File: src/rtl/core/bbn_pkg.sv
// ----------------------------------------------------------------------------
// bbn_pkg
// shared types and constants of the bounding box normaliser
// ----------------------------------------------------------------------------
`default_nettype none

package bbn_pkg;

  localparam int unsigned AXES    = 3;
  localparam int unsigned CHUNK_W = 16;

  typedef enum logic [1:0] {
    AX_X,
    AX_Y,
    AX_Z
  } axis_e;

  typedef enum logic [2:0] {
    ST_IDLE,
    ST_SPAN,
    ST_DIV,
    ST_MLOAD,
    ST_MUL,
    ST_NSTORE,
    ST_OUT
  } state_e;

  typedef struct packed {
    logic  upd_bounds;
    logic  load_point;
    logic  span_clr;
    logic  span_step;
    logic  div_init;
    logic  div_step;
    logic  div_first;
    logic  mul_load;
    logic  mul_step;
    logic  norm_store;
    logic  out_load;
    axis_e axis;
  } bbn_cmd_t;

endpackage

`default_nettype wire

File: src/rtl/core/bbn_in_if.sv
// ----------------------------------------------------------------------------
// bbn_in_if
// point channel: valid/ready handshake with one point per transaction
// ----------------------------------------------------------------------------
`default_nettype none

interface bbn_in_if #(
  parameter int unsigned COORD_WIDTH = 32
);
  logic                          valid;
  logic                          ready;
  logic signed [COORD_WIDTH-1:0] coord_x;
  logic signed [COORD_WIDTH-1:0] coord_y;
  logic signed [COORD_WIDTH-1:0] coord_z;
  logic                          pass;
  logic                          first;
  logic                          last;

  modport source (
    output valid, coord_x, coord_y, coord_z, pass, first, last,
    input  ready
  );

  modport sink (
    input  valid, coord_x, coord_y, coord_z, pass, first, last,
    output ready
  );
endinterface

`default_nettype wire

File: src/rtl/core/bbn_out_if.sv
// ----------------------------------------------------------------------------
// bbn_out_if
// result channel: valid/ready handshake with one normalised point per transaction
// ----------------------------------------------------------------------------
`default_nettype none

interface bbn_out_if #(
  parameter int unsigned COORD_WIDTH   = 32,
  parameter int unsigned OUT_FRAC_BITS = 16
);
  logic                          valid;
  logic                          ready;
  logic [OUT_FRAC_BITS:0]        norm_x;
  logic [OUT_FRAC_BITS:0]        norm_y;
  logic [OUT_FRAC_BITS:0]        norm_z;
  logic                          is_last;
  logic [COORD_WIDTH-1:0]        span;
  logic signed [COORD_WIDTH-1:0] low_x;
  logic signed [COORD_WIDTH-1:0] low_y;
  logic signed [COORD_WIDTH-1:0] low_z;

  modport source (
    output valid, norm_x, norm_y, norm_z, is_last, span, low_x, low_y, low_z,
    input  ready
  );

  modport sink (
    input  valid, norm_x, norm_y, norm_z, is_last, span, low_x, low_y, low_z,
    output ready
  );
endinterface

`default_nettype wire

File: src/rtl/core/bbn_ctrl.sv
// ----------------------------------------------------------------------------
// bbn_ctrl
// sequencer: span search, reciprocal division, per-axis multiply and output
// ----------------------------------------------------------------------------
`default_nettype none

module bbn_ctrl #(
  parameter int unsigned COORD_WIDTH   = 32,
  parameter int unsigned OUT_FRAC_BITS = 16
) (
  input  logic              clk_i,
  input  logic              rst_ni,
  input  logic              in_valid_i,
  input  logic              in_pass_i,
  input  logic              in_first_i,
  output logic              in_ready_o,
  input  logic              out_ready_i,
  output logic              out_valid_o,
  output bbn_pkg::bbn_cmd_t cmd_o
);
  import bbn_pkg::*;

  localparam int unsigned EXP_W = COORD_WIDTH + OUT_FRAC_BITS;
  localparam int unsigned INV_W = EXP_W + 1;
  localparam int unsigned NCH   = (INV_W + CHUNK_W - 1) / CHUNK_W;
  localparam int unsigned CNT_W = $clog2(EXP_W + 1);

  localparam logic [CNT_W-1:0] DIV_LAST = CNT_W'(EXP_W);
  localparam logic [CNT_W-1:0] MUL_LAST = CNT_W'(NCH - 1);

  state_e           state_q, state_d;
  axis_e            axis_q, axis_d, axis_next;
  logic [CNT_W-1:0] cnt_q, cnt_d;
  logic             out_valid_q, out_valid_d;

  always_ff @(posedge clk_i or negedge rst_ni) begin
    if (!rst_ni) begin
      state_q     <= ST_IDLE;
      axis_q      <= AX_X;
      cnt_q       <= '0;
      out_valid_q <= 1'b0;
    end else begin
      state_q     <= state_d;
      axis_q      <= axis_d;
      cnt_q       <= cnt_d;
      out_valid_q <= out_valid_d;
    end
  end

  always_comb begin
    case (axis_q)
      AX_X:    axis_next = AX_Y;
      AX_Y:    axis_next = AX_Z;
      default: axis_next = AX_X;
    endcase
  end

  always_comb begin
    state_d     = state_q;
    axis_d      = axis_q;
    cnt_d       = cnt_q;
    out_valid_d = out_valid_q & ~out_ready_i;
    in_ready_o  = 1'b0;
    cmd_o       = '0;
    cmd_o.axis  = axis_q;

    case (state_q)
      ST_IDLE: begin
        in_ready_o = 1'b1;
        if (in_valid_i) begin
          if (!in_pass_i) begin
            cmd_o.upd_bounds = 1'b1;
          end else begin
            cmd_o.load_point = 1'b1;
            axis_d           = AX_X;
            if (in_first_i) begin
              cmd_o.span_clr = 1'b1;
              state_d        = ST_SPAN;
            end else begin
              state_d = ST_MLOAD;
            end
          end
        end
      end
      ST_SPAN: begin
        cmd_o.span_step = 1'b1;
        if (axis_q == AX_Z) begin
          cmd_o.div_init = 1'b1;
          cnt_d          = '0;
          state_d        = ST_DIV;
        end else begin
          axis_d = axis_next;
        end
      end
      ST_DIV: begin
        cmd_o.div_step  = 1'b1;
        cmd_o.div_first = (cnt_q == '0);
        if (cnt_q == DIV_LAST) begin
          axis_d  = AX_X;
          state_d = ST_MLOAD;
        end else begin
          cnt_d = cnt_q + 1'b1;
        end
      end
      ST_MLOAD: begin
        cmd_o.mul_load = 1'b1;
        cnt_d          = '0;
        state_d        = ST_MUL;
      end
      ST_MUL: begin
        cmd_o.mul_step = 1'b1;
        if (cnt_q == MUL_LAST) begin
          state_d = ST_NSTORE;
        end else begin
          cnt_d = cnt_q + 1'b1;
        end
      end
      ST_NSTORE: begin
        cmd_o.norm_store = 1'b1;
        if (axis_q == AX_Z) begin
          state_d = ST_OUT;
        end else begin
          axis_d  = axis_next;
          state_d = ST_MLOAD;
        end
      end
      ST_OUT: begin
        if (!out_valid_q || out_ready_i) begin
          cmd_o.out_load = 1'b1;
          out_valid_d    = 1'b1;
          state_d        = ST_IDLE;
        end
      end
      default: begin
        state_d = ST_IDLE;
      end
    endcase
  end

  assign out_valid_o = out_valid_q;

endmodule

`default_nettype wire

File: src/rtl/core/bbn_dpath.sv
// ----------------------------------------------------------------------------
// bbn_dpath
// bounds, span, restoring divider, chunked multiplier and result registers
// ----------------------------------------------------------------------------
`default_nettype none

module bbn_dpath #(
  parameter int unsigned COORD_WIDTH   = 32,
  parameter int unsigned OUT_FRAC_BITS = 16
) (
  input  logic                          clk_i,
  input  logic                          rst_ni,
  input  bbn_pkg::bbn_cmd_t             cmd_i,
  input  logic signed [COORD_WIDTH-1:0] coord_x_i,
  input  logic signed [COORD_WIDTH-1:0] coord_y_i,
  input  logic signed [COORD_WIDTH-1:0] coord_z_i,
  input  logic                          first_i,
  input  logic                          last_i,
  output logic [OUT_FRAC_BITS:0]        norm_x_o,
  output logic [OUT_FRAC_BITS:0]        norm_y_o,
  output logic [OUT_FRAC_BITS:0]        norm_z_o,
  output logic                          is_last_o,
  output logic [COORD_WIDTH-1:0]        span_o,
  output logic signed [COORD_WIDTH-1:0] low_x_o,
  output logic signed [COORD_WIDTH-1:0] low_y_o,
  output logic signed [COORD_WIDTH-1:0] low_z_o
);
  import bbn_pkg::*;

  localparam int unsigned CW     = COORD_WIDTH;
  localparam int unsigned EXP_W  = CW + OUT_FRAC_BITS;
  localparam int unsigned INV_W  = EXP_W + 1;
  localparam int unsigned NCH    = (INV_W + CHUNK_W - 1) / CHUNK_W;
  localparam int unsigned PADW   = NCH * CHUNK_W;
  localparam int unsigned ACC_W  = CW + PADW;
  localparam int unsigned NORM_W = OUT_FRAC_BITS + 1;

  localparam logic [INV_W-1:0]  INV_RESET = INV_W'(1) << CW;
  localparam logic [NORM_W-1:0] NORM_ONE  = NORM_W'(1) << OUT_FRAC_BITS;

  logic signed [CW-1:0] coord_in [AXES];
  logic signed [CW-1:0] least_q  [AXES];
  logic signed [CW-1:0] most_q   [AXES];
  logic signed [CW-1:0] pt_q     [AXES];
  logic [NORM_W-1:0]    norm_q   [AXES];
  logic                 last_q;

  logic signed [CW-1:0] least_sel, most_sel, pt_sel;
  logic [CW:0]          span_diff, pt_diff;
  logic [CW-1:0]        axis_span, d_next;

  logic [CW-1:0]        span_q;
  logic [CW-1:0]        divisor;
  logic [CW-1:0]        rem_q;
  logic [CW:0]          rem_sh, rem_next;
  logic                 rem_ge;
  logic [INV_W-1:0]     inv_q;

  logic [CW-1:0]         d_q;
  logic [PADW-1:0]       iw_q;
  logic [ACC_W-1:0]      acc_q, acc_next;
  logic [CHUNK_W-1:0]    chunk;
  logic [CW+CHUNK_W-1:0] pp;
  logic                  sat;
  logic [NORM_W-1:0]     norm_val;

  assign coord_in[0] = coord_x_i;
  assign coord_in[1] = coord_y_i;
  assign coord_in[2] = coord_z_i;

  // per-axis bounds
  always_ff @(posedge clk_i or negedge rst_ni) begin
    if (!rst_ni) begin
      for (int a = 0; a < AXES; a++) begin
        least_q[a] <= '0;
        most_q[a]  <= '0;
      end
    end else if (cmd_i.upd_bounds) begin
      for (int a = 0; a < AXES; a++) begin
        if (first_i) begin
          least_q[a] <= coord_in[a];
          most_q[a]  <= coord_in[a];
        end else begin
          if (coord_in[a] < least_q[a]) least_q[a] <= coord_in[a];
          if (coord_in[a] > most_q[a])  most_q[a]  <= coord_in[a];
        end
      end
    end
  end

  always_ff @(posedge clk_i) begin
    if (cmd_i.load_point) begin
      for (int a = 0; a < AXES; a++) begin
        pt_q[a] <= coord_in[a];
      end
      last_q <= last_i;
    end
  end

  always_comb begin
    case (cmd_i.axis)
      AX_Y: begin
        least_sel = least_q[1];
        most_sel  = most_q[1];
        pt_sel    = pt_q[1];
      end
      AX_Z: begin
        least_sel = least_q[2];
        most_sel  = most_q[2];
        pt_sel    = pt_q[2];
      end
      default: begin
        least_sel = least_q[0];
        most_sel  = most_q[0];
        pt_sel    = pt_q[0];
      end
    endcase
  end

  assign span_diff = {most_sel[CW-1], most_sel} - {least_sel[CW-1], least_sel};
  assign axis_span = (!span_diff[CW] && (span_diff != '0)) ? span_diff[CW-1:0] : '0;
  assign pt_diff   = {pt_sel[CW-1], pt_sel} - {least_sel[CW-1], least_sel};
  assign d_next    = (!pt_diff[CW] && (pt_diff != '0)) ? pt_diff[CW-1:0] : '0;

  // widest span
  always_ff @(posedge clk_i or negedge rst_ni) begin
    if (!rst_ni) begin
      span_q <= '0;
    end else if (cmd_i.span_clr) begin
      span_q <= '0;
    end else if (cmd_i.span_step && (axis_span > span_q)) begin
      span_q <= axis_span;
    end
  end

  // restoring divider, one quotient bit per cycle
  assign divisor  = (span_q == '0) ? CW'(1) : span_q;
  assign rem_sh   = {rem_q, cmd_i.div_first};
  assign rem_ge   = (rem_sh >= {1'b0, divisor});
  assign rem_next = rem_ge ? (rem_sh - {1'b0, divisor}) : rem_sh;

  always_ff @(posedge clk_i) begin
    if (cmd_i.div_init) begin
      rem_q <= '0;
    end else if (cmd_i.div_step) begin
      rem_q <= rem_next[CW-1:0];
    end
  end

  always_ff @(posedge clk_i or negedge rst_ni) begin
    if (!rst_ni) begin
      inv_q <= INV_RESET;
    end else if (cmd_i.div_step) begin
      inv_q <= {inv_q[INV_W-2:0], rem_ge};
    end
  end

  // multiply, most significant reciprocal chunk first
  assign chunk    = iw_q[PADW-1 -: CHUNK_W];
  assign pp       = d_q * chunk;
  assign acc_next = {acc_q[ACC_W-CHUNK_W-1:0], {CHUNK_W{1'b0}}} + ACC_W'(pp);

  always_ff @(posedge clk_i) begin
    if (cmd_i.mul_load) begin
      d_q   <= d_next;
      iw_q  <= PADW'(inv_q);
      acc_q <= '0;
    end else if (cmd_i.mul_step) begin
      acc_q <= acc_next;
      iw_q  <= iw_q << CHUNK_W;
    end
  end

  assign sat      = |acc_q[ACC_W-1:EXP_W];
  assign norm_val = sat ? NORM_ONE : NORM_W'(acc_q[EXP_W-1:CW]);

  always_ff @(posedge clk_i) begin
    if (cmd_i.norm_store) begin
      case (cmd_i.axis)
        AX_Y:    norm_q[1] <= norm_val;
        AX_Z:    norm_q[2] <= norm_val;
        default: norm_q[0] <= norm_val;
      endcase
    end
  end

  // result register
  always_ff @(posedge clk_i) begin
    if (cmd_i.out_load) begin
      norm_x_o  <= norm_q[0];
      norm_y_o  <= norm_q[1];
      norm_z_o  <= norm_q[2];
      is_last_o <= last_q;
      span_o    <= span_q;
      low_x_o   <= least_q[0];
      low_y_o   <= least_q[1];
      low_z_o   <= least_q[2];
    end
  end

endmodule

`default_nettype wire

File: src/rtl/core/bounding_box_normalizer.sv
// ----------------------------------------------------------------------------
// bounding_box_normalizer
// two-pass min-max normalisation of a 3d point cloud into the unit cube
//
//   channel  dir  modport  transaction
//   pt_i     in   sink     one point: coords, pass, first, last
//   res_o    out  source   one normalised point with span and axis minimums
//
// a pass-0 point only updates the bounds. a pass-1 point runs, for each axis,
// a load, NCH = ceil((COORD_WIDTH+OUT_FRAC_BITS+1)/16) reciprocal chunks
// through the shared 16-bit-wide multiplier and a store, then the output step.
// a pass-1 point flagged first runs the span search over the three axes and
// the divider ahead of that work. reset is asynchronous and needs no sweep.
// the result register holds a finished point while the next is accepted;
// a stalled result only holds back the next pass-1 point at its output step.
// ----------------------------------------------------------------------------
`default_nettype none

module bounding_box_normalizer #(
  parameter int unsigned COORD_WIDTH   = 32,
  parameter int unsigned OUT_FRAC_BITS = 16
) (
  input  logic       clk_i,
  input  logic       rst_ni,
  bbn_in_if.sink     pt_i,
  bbn_out_if.source  res_o
);
  import bbn_pkg::*;

  localparam logic [OUT_FRAC_BITS:0] NORM_ONE = {1'b1, {OUT_FRAC_BITS{1'b0}}};

  bbn_cmd_t cmd;

  bbn_ctrl #(
    .COORD_WIDTH   (COORD_WIDTH),
    .OUT_FRAC_BITS (OUT_FRAC_BITS)
  ) u_ctrl (
    .clk_i       (clk_i),
    .rst_ni      (rst_ni),
    .in_valid_i  (pt_i.valid),
    .in_pass_i   (pt_i.pass),
    .in_first_i  (pt_i.first),
    .in_ready_o  (pt_i.ready),
    .out_ready_i (res_o.ready),
    .out_valid_o (res_o.valid),
    .cmd_o       (cmd)
  );

  bbn_dpath #(
    .COORD_WIDTH   (COORD_WIDTH),
    .OUT_FRAC_BITS (OUT_FRAC_BITS)
  ) u_dpath (
    .clk_i     (clk_i),
    .rst_ni    (rst_ni),
    .cmd_i     (cmd),
    .coord_x_i (pt_i.coord_x),
    .coord_y_i (pt_i.coord_y),
    .coord_z_i (pt_i.coord_z),
    .first_i   (pt_i.first),
    .last_i    (pt_i.last),
    .norm_x_o  (res_o.norm_x),
    .norm_y_o  (res_o.norm_y),
    .norm_z_o  (res_o.norm_z),
    .is_last_o (res_o.is_last),
    .span_o    (res_o.span),
    .low_x_o   (res_o.low_x),
    .low_y_o   (res_o.low_y),
    .low_z_o   (res_o.low_z)
  );

  // pass-0 points never raise a result
  a_pass0_silent: assert property (@(posedge clk_i) disable iff (!rst_ni)
    (pt_i.valid && pt_i.ready && !pt_i.pass && !res_o.valid) |=> !res_o.valid)
    else $error("result raised by a pass-0 point");

  // a pass-1 point keeps the input closed while it is worked on
  a_pass1_busy: assert property (@(posedge clk_i) disable iff (!rst_ni)
    (pt_i.valid && pt_i.ready && pt_i.pass) |=> !pt_i.ready)
    else $error("input reopened during pass-1 work");

  // normalised coordinates never exceed 1.0
  a_norm_range: assert property (@(posedge clk_i) disable iff (!rst_ni)
    res_o.valid |-> (res_o.norm_x <= NORM_ONE) && (res_o.norm_y <= NORM_ONE) &&
                    (res_o.norm_z <= NORM_ONE))
    else $error("normalised coordinate above 1.0");

endmodule

`default_nettype wire
File: src/flat_wrapper.sv
// flat-port wrapper written by rule: the top's interface ports become plain ports
module bounding_box_normalizer_flat import bbn_pkg::*;
#(
  parameter int unsigned COORD_WIDTH   = 32,
  parameter int unsigned OUT_FRAC_BITS = 16
)
  (clk_i, rst_ni, pt_i_valid, pt_i_coord_x, pt_i_coord_y, pt_i_coord_z, pt_i_pass, pt_i_first, pt_i_last, pt_i_ready, res_o_valid, res_o_norm_x, res_o_norm_y, res_o_norm_z, res_o_is_last, res_o_span, res_o_low_x, res_o_low_y, res_o_low_z, res_o_ready);
  bbn_in_if #(.COORD_WIDTH(COORD_WIDTH)) pt_i_i ();
  bbn_out_if #(.COORD_WIDTH(COORD_WIDTH), .OUT_FRAC_BITS(OUT_FRAC_BITS)) res_o_i ();
  input  logic clk_i;
  input  logic rst_ni;
  input wire logic [$bits(pt_i_i.valid)-1:0] pt_i_valid;
  input wire logic [$bits(pt_i_i.coord_x)-1:0] pt_i_coord_x;
  input wire logic [$bits(pt_i_i.coord_y)-1:0] pt_i_coord_y;
  input wire logic [$bits(pt_i_i.coord_z)-1:0] pt_i_coord_z;
  input wire logic [$bits(pt_i_i.pass)-1:0] pt_i_pass;
  input wire logic [$bits(pt_i_i.first)-1:0] pt_i_first;
  input wire logic [$bits(pt_i_i.last)-1:0] pt_i_last;
  output wire logic [$bits(pt_i_i.ready)-1:0] pt_i_ready;
  output wire logic [$bits(res_o_i.valid)-1:0] res_o_valid;
  output wire logic [$bits(res_o_i.norm_x)-1:0] res_o_norm_x;
  output wire logic [$bits(res_o_i.norm_y)-1:0] res_o_norm_y;
  output wire logic [$bits(res_o_i.norm_z)-1:0] res_o_norm_z;
  output wire logic [$bits(res_o_i.is_last)-1:0] res_o_is_last;
  output wire logic [$bits(res_o_i.span)-1:0] res_o_span;
  output wire logic [$bits(res_o_i.low_x)-1:0] res_o_low_x;
  output wire logic [$bits(res_o_i.low_y)-1:0] res_o_low_y;
  output wire logic [$bits(res_o_i.low_z)-1:0] res_o_low_z;
  input wire logic [$bits(res_o_i.ready)-1:0] res_o_ready;
  assign pt_i_i.valid = pt_i_valid;
  assign pt_i_i.coord_x = pt_i_coord_x;
  assign pt_i_i.coord_y = pt_i_coord_y;
  assign pt_i_i.coord_z = pt_i_coord_z;
  assign pt_i_i.pass = pt_i_pass;
  assign pt_i_i.first = pt_i_first;
  assign pt_i_i.last = pt_i_last;
  assign pt_i_ready = pt_i_i.ready;
  assign res_o_valid = res_o_i.valid;
  assign res_o_norm_x = res_o_i.norm_x;
  assign res_o_norm_y = res_o_i.norm_y;
  assign res_o_norm_z = res_o_i.norm_z;
  assign res_o_is_last = res_o_i.is_last;
  assign res_o_span = res_o_i.span;
  assign res_o_low_x = res_o_i.low_x;
  assign res_o_low_y = res_o_i.low_y;
  assign res_o_low_z = res_o_i.low_z;
  assign res_o_i.ready = res_o_ready;
  bounding_box_normalizer #(.COORD_WIDTH(COORD_WIDTH), .OUT_FRAC_BITS(OUT_FRAC_BITS)) u_core (.clk_i(clk_i), .rst_ni(rst_ni), .pt_i(pt_i_i), .res_o(res_o_i));
endmodule
File: config.mk
export PLATFORM = sky130hd
export DESIGN_NAME = bounding_box_normalizer_flat
export DESIGN_NICKNAME = d
export VERILOG_FILES = /design/src/rtl/core/bbn_pkg.sv /design/src/rtl/core/bbn_in_if.sv /design/src/rtl/core/bbn_out_if.sv /design/src/rtl/core/bbn_ctrl.sv /design/src/rtl/core/bbn_dpath.sv /design/src/rtl/core/bounding_box_normalizer.sv /design/src/flat_wrapper.sv
export SDC_FILE = /design/constraint.sdc
export NUM_CORES = 2
export LEC_CHECK = 0
export BUFFER_PORTS_ARGS = -buffer_cell sky130_fd_sc_hd__buf_4
export CAP_MARGIN = 20
export CORE_MARGIN = 2
export CORE_UTILIZATION = 40
export DETAILED_ROUTE_END_ITERATION = 8
export PLACE_DENSITY_LB_ADDON = 0.08
export SYNTH_ARGS = -nofsm -noshare
export SYNTH_HDL_FRONTEND = slang
export SYNTH_SLANG_ARGS = --single-unit
File: constraint.sdc
create_clock -name clk_i -period 6.8 [get_ports clk_i]
set_input_delay 1.36 -clock clk_i [delete_from_list [all_inputs] [get_ports clk_i]]
set_output_delay 1.36 -clock clk_i [all_outputs]
set_load 0.03 [all_outputs]
Yosys cells after proc, flatten, opt, wreduce, memory -nomap -nowiden:

Memories as Yosys holds them, arrays and structs flattened. A register that Yosys moved wholly into a read port is not among the register bits.
Cells that the tools add are included.

* add/sub/neg operators: 5
* $mul: 1
* magnitude comparators: 8
* equality and inequality tests: 19
* multiplexer cells: 74
* bitwise operators: 2
* reductions and logical operators: 37

Operators with widths (number)
* $mux 32: 17
* $pmux 32 s2: 3
* $gt 32x32->1: 4
* $mux 49: 2
* $add 96x48->96: 1
* $lt 32x32->1: 3
* $reduce_bool 33->1: 2
* $sub 32x32->33: 2
* $mux 17: 3
* $mul 32x16->48: 1
* $reduce_or 48->1: 1
* $reduce_or 17->1: 2
* $ge 33x32->1: 1
* $logic_not 32->1: 1
* $sub 32x32->32: 1
* $mux 3: 9
* $pmux 6 s4: 1
* $mux 1: 23
* $pmux 3 s7: 1
* $mux 2: 10
* $mux 6: 3
* $ne 2x2->1 const B: 9
* $reduce_bool 2->1: 8
* $reduce_and 2->1: 6
* 24 further kinds: 32

* bits in registers: 639
* RAM bits: 147
* bits of input ports: 103
* output and inout port bits: 182
* memories kept: 2

Memory list
* u_core.u_dpath.pt_q: words 3, width 32, read ports 3, clocked after Yosys merged registers in 0, wr ports 3, RTL line bbn_dpath.sv:44 `logic signed [CW-1:0] pt_q [AXES];`
* u_core.u_dpath.norm_q: words 3, width 17, read ports 3, clocked after Yosys merged registers in 3, wr ports 1, RTL line bbn_dpath.sv:45 `logic [NORM_W-1:0] norm_q [AXES];`

Logic depth before layout (Yosys ltp):

* depth after elaboration: 10
* gate-level depth with buffers: 37

Cells and area by module:

From an unflattened synthesis, not the netlist that was laid out.

* cells, all modules: 5796
* area, all modules: 60299.1 um^2

By module, submodules not included
* bbn_dpath: instances 1, cells an instance 5699, area each 59453.3 um^2, sequential area each 21977.3 um^2
* bbn_ctrl: instances 1, cells an instance 97, area each 845.8 um^2, sequential area each 300.3 um^2

Worst setup path before layout:

OpenSTA, ideal clock, no wires.

* kind: reg2reg
* from: reg u_core.u_ctrl.axis_q[0]
* to: reg u_core.u_dpath.span_q[10]
* arrival: 7116 ps
* path slack: -394 ps
* cell stages (with the launch flop): 38
* path buffers: 9
* period minus slack after synthesis: 7194 ps
* cells stage by stage: dfrtp_1 > inv_1 > ha_1 > buf_2 > buf_4 > buf_6 > buf_2 > buf_2 > clkbuf_1 > clkbuf_1 > nor2_1 > a21oi_1 > ha_1 > inv_1 > ha_1 > a311oi_2 > o21ai_0 > a31oi_2 > [... 2 more ...] > o31a_1 > o211ai_2 > a31oi_2 > buf_2 > nor2_1 > ha_1 > nor2b_1 > o21a_1 > o21a_1 > o21a_1 > o21a_1 > o21a_1 > o211ai_1 > a311oi_1 > o21a_1 > a21oi_1 > clkbuf_1 > o2bb2ai_1

* longest elaborated chain between the ends: 9

RTL lines
* from (decl): RTL line bbn_ctrl.sv:32 `axis_e axis_q, axis_d, axis_next;`
* from (signal assigned): RTL line bbn_ctrl.sv:44 `axis_q <= axis_d;`
* $eq 2x2->1 or $eq 2x1->1 (tied branches): RTL line bbn_dpath.sv:101 `case (cmd_i.axis)`
* $pmux 32 s2: RTL line bbn_dpath.sv:101
* $sub 32x32->33 (*): RTL line bbn_dpath.sv:120 `assign span_diff = {most_sel[CW-1], most_sel} - {least_sel[CW-1], least_sel};`
* $reduce_bool 33->1 or $logic_not 1->1 (tied branches): RTL line bbn_dpath.sv:121 `assign axis_span = (!span_diff[CW] && (span_diff != '0)) ? span_diff[CW-1:0] : '0;`
* $logic_and 1x1->1: RTL line bbn_dpath.sv:121
* $mux 32 (*): RTL line bbn_dpath.sv:121
* $gt 32x32->1: RTL line bbn_dpath.sv:131 `end else if (cmd_i.span_step && (axis_span > span_q)) begin`
* $logic_and 1x1->1: RTL line bbn_dpath.sv:131
* $reduce_bool 2->1 (no line)
* to (signal assigned): RTL line bbn_dpath.sv:132 `span_q <= axis_span;`
* to (decl): RTL line bbn_dpath.sv:52 `logic [CW-1:0] span_q;`

Every way passes the cells marked *; elsewhere a longest branch is shown, timed or not. The select of a mux whose other input is x is not followed.
A chain may end at the register's enable or synchronous reset.

Final worst setup path:

* from: reg u_core.u_dpath.iw_q[63]
* to: reg u_core.u_dpath.acc_q[71]

* longest elaborated chain between the ends: 2

RTL lines
* from (decl): RTL line bbn_dpath.sv:60 `logic [PADW-1:0] iw_q;`
* from (signal assigned): RTL line bbn_dpath.sv:166 `iw_q <= PADW'(inv_q);`
* from (signal assigned): RTL line bbn_dpath.sv:170 `iw_q <= iw_q << CHUNK_W;`
* $mul 32x16->48: RTL line bbn_dpath.sv:160 `assign pp = d_q * chunk;`
* $add 96x48->96: RTL line bbn_dpath.sv:161 `assign acc_next = {acc_q[ACC_W-CHUNK_W-1:0], {CHUNK_W{1'b0}}} + ACC_W'(pp);`
* to (signal assigned): RTL line bbn_dpath.sv:169 `acc_q <= acc_next;`
* to (decl): RTL line bbn_dpath.sv:61 `logic [ACC_W-1:0] acc_q, acc_next;`

Every way passes these cells.

==> flow_summary.json <==
{
  "floorplan.die.height_um": 391.7,
  "timing.hold.worst.start": "u_core.u_dpath.norm_q[0][37]",
  "outcome": "complete, no violations",
  "layout_common_cells": "inv_1, nand2_1, buf_4",
  "finalSetupTns_ps": 0,
  "drt_iter0_drc": 2678,
  "proportion_of_synthesized_chip_area_in_sequential_cells_pct": 37.06,
  "critical-path-max-stage-delay_ps": 540,
  "vias": 44270,
  "grt_pass1_wl_mm": 280.0,
  "min_delay_worst_endpoint": "res_o_norm_z[3]",
  "post-place-ws_ps": -581.4,
  "synth-main-ff-cell": "edfxtp_1",
  "layout.cells.most_common": "inv_1",
  "r2r_slack_ps": 50,
  "worst_ep_required_time_ps": 7350,
  "synth_cells": 5933,
  "yosys_warnings": 0,
  "clock-root-buffer": "clkbuf_16",
  "worstReg2RegStart": "u_core.u_dpath.iw_q[63]",
  "timing.max_cap.violations": 0,
  "worst_r2r_endpoint": "u_core.u_dpath.acc_q[71]",
  "fmaxAchievable_mhz": 148.2,
  "max-slew-margin-rel_pct": 19.49,
  "placement_rows": 142,
  "count_of_different_cell_masters_after_synthesis": 101,
  "grt_overflow": 0,
  "cts_max_path_buffers": 3,
  "post-synth-top-area-fraction_pct": 20.43,
  "slew_viol_final": 0,
  "worst_setup_hold_path_clk_slew_ps": 60,
  "synthToLayoutAreaGrowth_pct": 19.64,
  "floorplan.initialDensity_pct": 40.19,
  "whs_ps": 417.4,
  "dpl.hpwl_mm": 141.1,
  "num_antenna_cells": 0,
  "cp_data_arrival_time_ps": 7300,
  "clock_latency_ps": 730,
  "synth_fp_nets": 6934,
  "cts_tree": "yes",
  "fill_cells": 14130,
  "post_synth_main_area_contributors": "edfxtp_1, fa_1, dfrtp_1",
  "worst_slack_ps": 54.14,
  "timing.critical_path.fanout_max": 12,
  "cts.sink_count": 837,
  "fp.dieArea_sq_um": 153400,
  "min-delay-path-class": "register to register",
  "layout_min_cycle_time_ps": 6746,
  "endpoint_kind": "register",
  "gp_routability_congestion": 0.8791,
  "tritoncts.num_buffers": 98,
  "multi_input_comb_area_sq_um": 34620,
  "route.detailed.vias_per_inst": 5.156,
  "crit_path_start_kind": "register",
  "synth_largest_area_cell": "edfxtp_1",
  "ys_seq_elements": 837,
  "crit_type": "register to register",
  "net_count_reported_at_finish": 7486,
  "routed_wl_mm": 183.6,
  "core_sq_um": 149600,
  "cts-htree-levels": 3,
  "crit_path_frequent_cell": "fa_1",
  "total_iterations_of_the_first_detailed_routing_run": 7,
  "layout-drive-gt1-share_pct": 19.59,
  "routedWlPerCell_um": 21.39,
  "synth_edf_count": 409,
  "hold_depth": 0,
  "grt.total_usage_pct": 23.85,
  "antenna_left": 0,
  "fin_skew_ps": 52.08,
  "post-route-period-util_pct": 99.20,
  "grt_start_max_net_pins": 141,
  "first_global_vias": 45620,
  "worst_slew_pin_slew_ps": 1195,
  "grt_antenna_before_repair": 7,
  "setup.worst_path.start": "u_core.u_dpath.iw_q[63]",
  "rr_worst_depth": 25,
  "timing_hold_violations_final": 0,
  "postSynth.asyncResetShare_pct": 34.05,
  "seq_area_sq_um": 22300,
  "syn-cell-area_sq_um": 60120,
  "drc_errors": 0,
  "setup_viol_count_final": 0,
  "die_width_um": 391.7,
  "place.port_buffers": 284,
  "syn_avg_cell_area_sq_um": 10.13,
  "io_pins": 285,
  "worst_path_max_delay_cell": "fa_1",
  "rsz_0062_raised_after_global_routing": "yes"
}
-- per-stage QoR --
stage	cells	utilization (%)	instance area [sq um]
after floorplan	5933	-	60140
final	8586	48.08	71920
after global placement	8349	44.89	67150
after global routing	8586	48.08	71920
after CTS	8551	47.41	70920
after detailed placement	8350	44.91	67180
-- sequential cells by signal, summed over array words and instances, names as in the netlist, 32 cells and up --
name	flops
u_core.u_dpath.rem_q	32
u_core.u_dpath.low_y_o	32
u_core.u_dpath.least_q	96
u_core.u_dpath.acc_q	96
u_core.u_dpath.span_q	32
u_core.u_dpath.pt_q	96
u_core.u_dpath.most_q	96
u_core.u_dpath.inv_q	49
u_core.u_dpath.span_o	32
u_core.u_dpath.d_q	32
u_core.u_dpath.low_x_o	32
u_core.u_dpath.norm_q	51
u_core.u_dpath.low_z_o	32
u_core.u_dpath.iw_q	64
-- cells in the mapped netlist (all sizes together), types with 13 or more instances --
| master | count |
|---|---|
| inv | 839 |
| nand2 | 743 |
| fa | 451 |
| ha | 447 |
| edfxtp | 409 |
| a21oi | 284 |
| dfrtp | 284 |
| nor2 | 253 |
| mux2 | 232 |
| and2 | 228 |
| o21ai | 221 |
| clkbuf | 213 |
| a21o | 158 |
| dfxtp | 143 |
| xnor2 | 103 |
| a22oi | 86 |
| nand3 | 79 |
| xor2 | 78 |
| nand4 | 69 |
| nor2b | 45 |
| mux2i | 44 |
| nor3 | 42 |
| o21a | 40 |
| buf | 37 |
| nand2b | 35 |
| nor4 | 32 |
| and3 | 31 |
| o2bb2ai | 31 |
| o21bai | 28 |
| a31oi | 25 |
| a211oi | 20 |
| a22o | 19 |
| maj3 | 14 |
| o211ai | 14 |
| or3 | 14 |
| o31ai | 13 |
-- logic make-up after synthesis --
group / after synthesis / synth area share [%]
AO/OA/AOI/OAI: 1030 / 11.21
XOR/XNOR: 181 / 2.637
adder cells (fa/ha/maj): 912 / 24.56
buffers and inverters: 1089 / 6.927
flip-flops: 837 / 37.06
multiplexers: 276 / 5.120
AND/OR/NAND/NOR: 1608 / 12.48
-- area by class of cell --
type	instances	area share, %
clock buffers	127	3.644
multi-input cells	4007	48.14
well taps	2016	3.507
clock inverters	58	0.9690
flip-flops and latches	837	31.00
repair buffers	702	8.359
inverters	839	4.379
-- repair_timing --
item	CTS	global route
hold endpoints to repair	0	0
gates cloned	2	3
setup endpoints to repair	54	91
setup buffers	14	33
pin swaps	43	101
hold buffers	0	0
gates resized for setup	71	160
-- worst max-delay path by stage --
| stage | slack (ps) | cells after the start | end |
|---|---|---|---|
| final | 50 | 25 | u_core.u_dpath.acc_q[71] |
| after detailed placement | -580 | 27 | u_core.u_dpath.acc_q[61] |
| after CTS | 2 | 27 | u_core.u_dpath.acc_q[74] |
| after global routing | -160 | 27 | u_core.u_dpath.acc_q[46] |
| after floorplan | 10 | 37 | u_core.u_dpath.span_q[10] |
| after global placement | -560 | 27 | u_core.u_dpath.acc_q[61] |
-- metal layers --
metal,GRT usage (%),vias to the layer above,routed length (um)
met5,0,-,16
met4,7.133,2,5427
met3,2.763,231,6907
met2,40.40,875,89290
met1,32.02,22130,81990
li1,-,21030,-
-- critical path: cells and delay by family (launching register included) --
family | cells | cell delay (ps)
AOI/OAI and AO/OA | 8 | 1540
xor gates and xnor gates | 1 | 180
adders and majority gates | 7 | 3460
buffers and inverters | 7 | 810
DFF | 1 | 410
and+or+nand+nor | 2 | 150
Power is not shown: default switching activity piles up to over one toggle a cycle in this logic, so the estimate is an artifact.
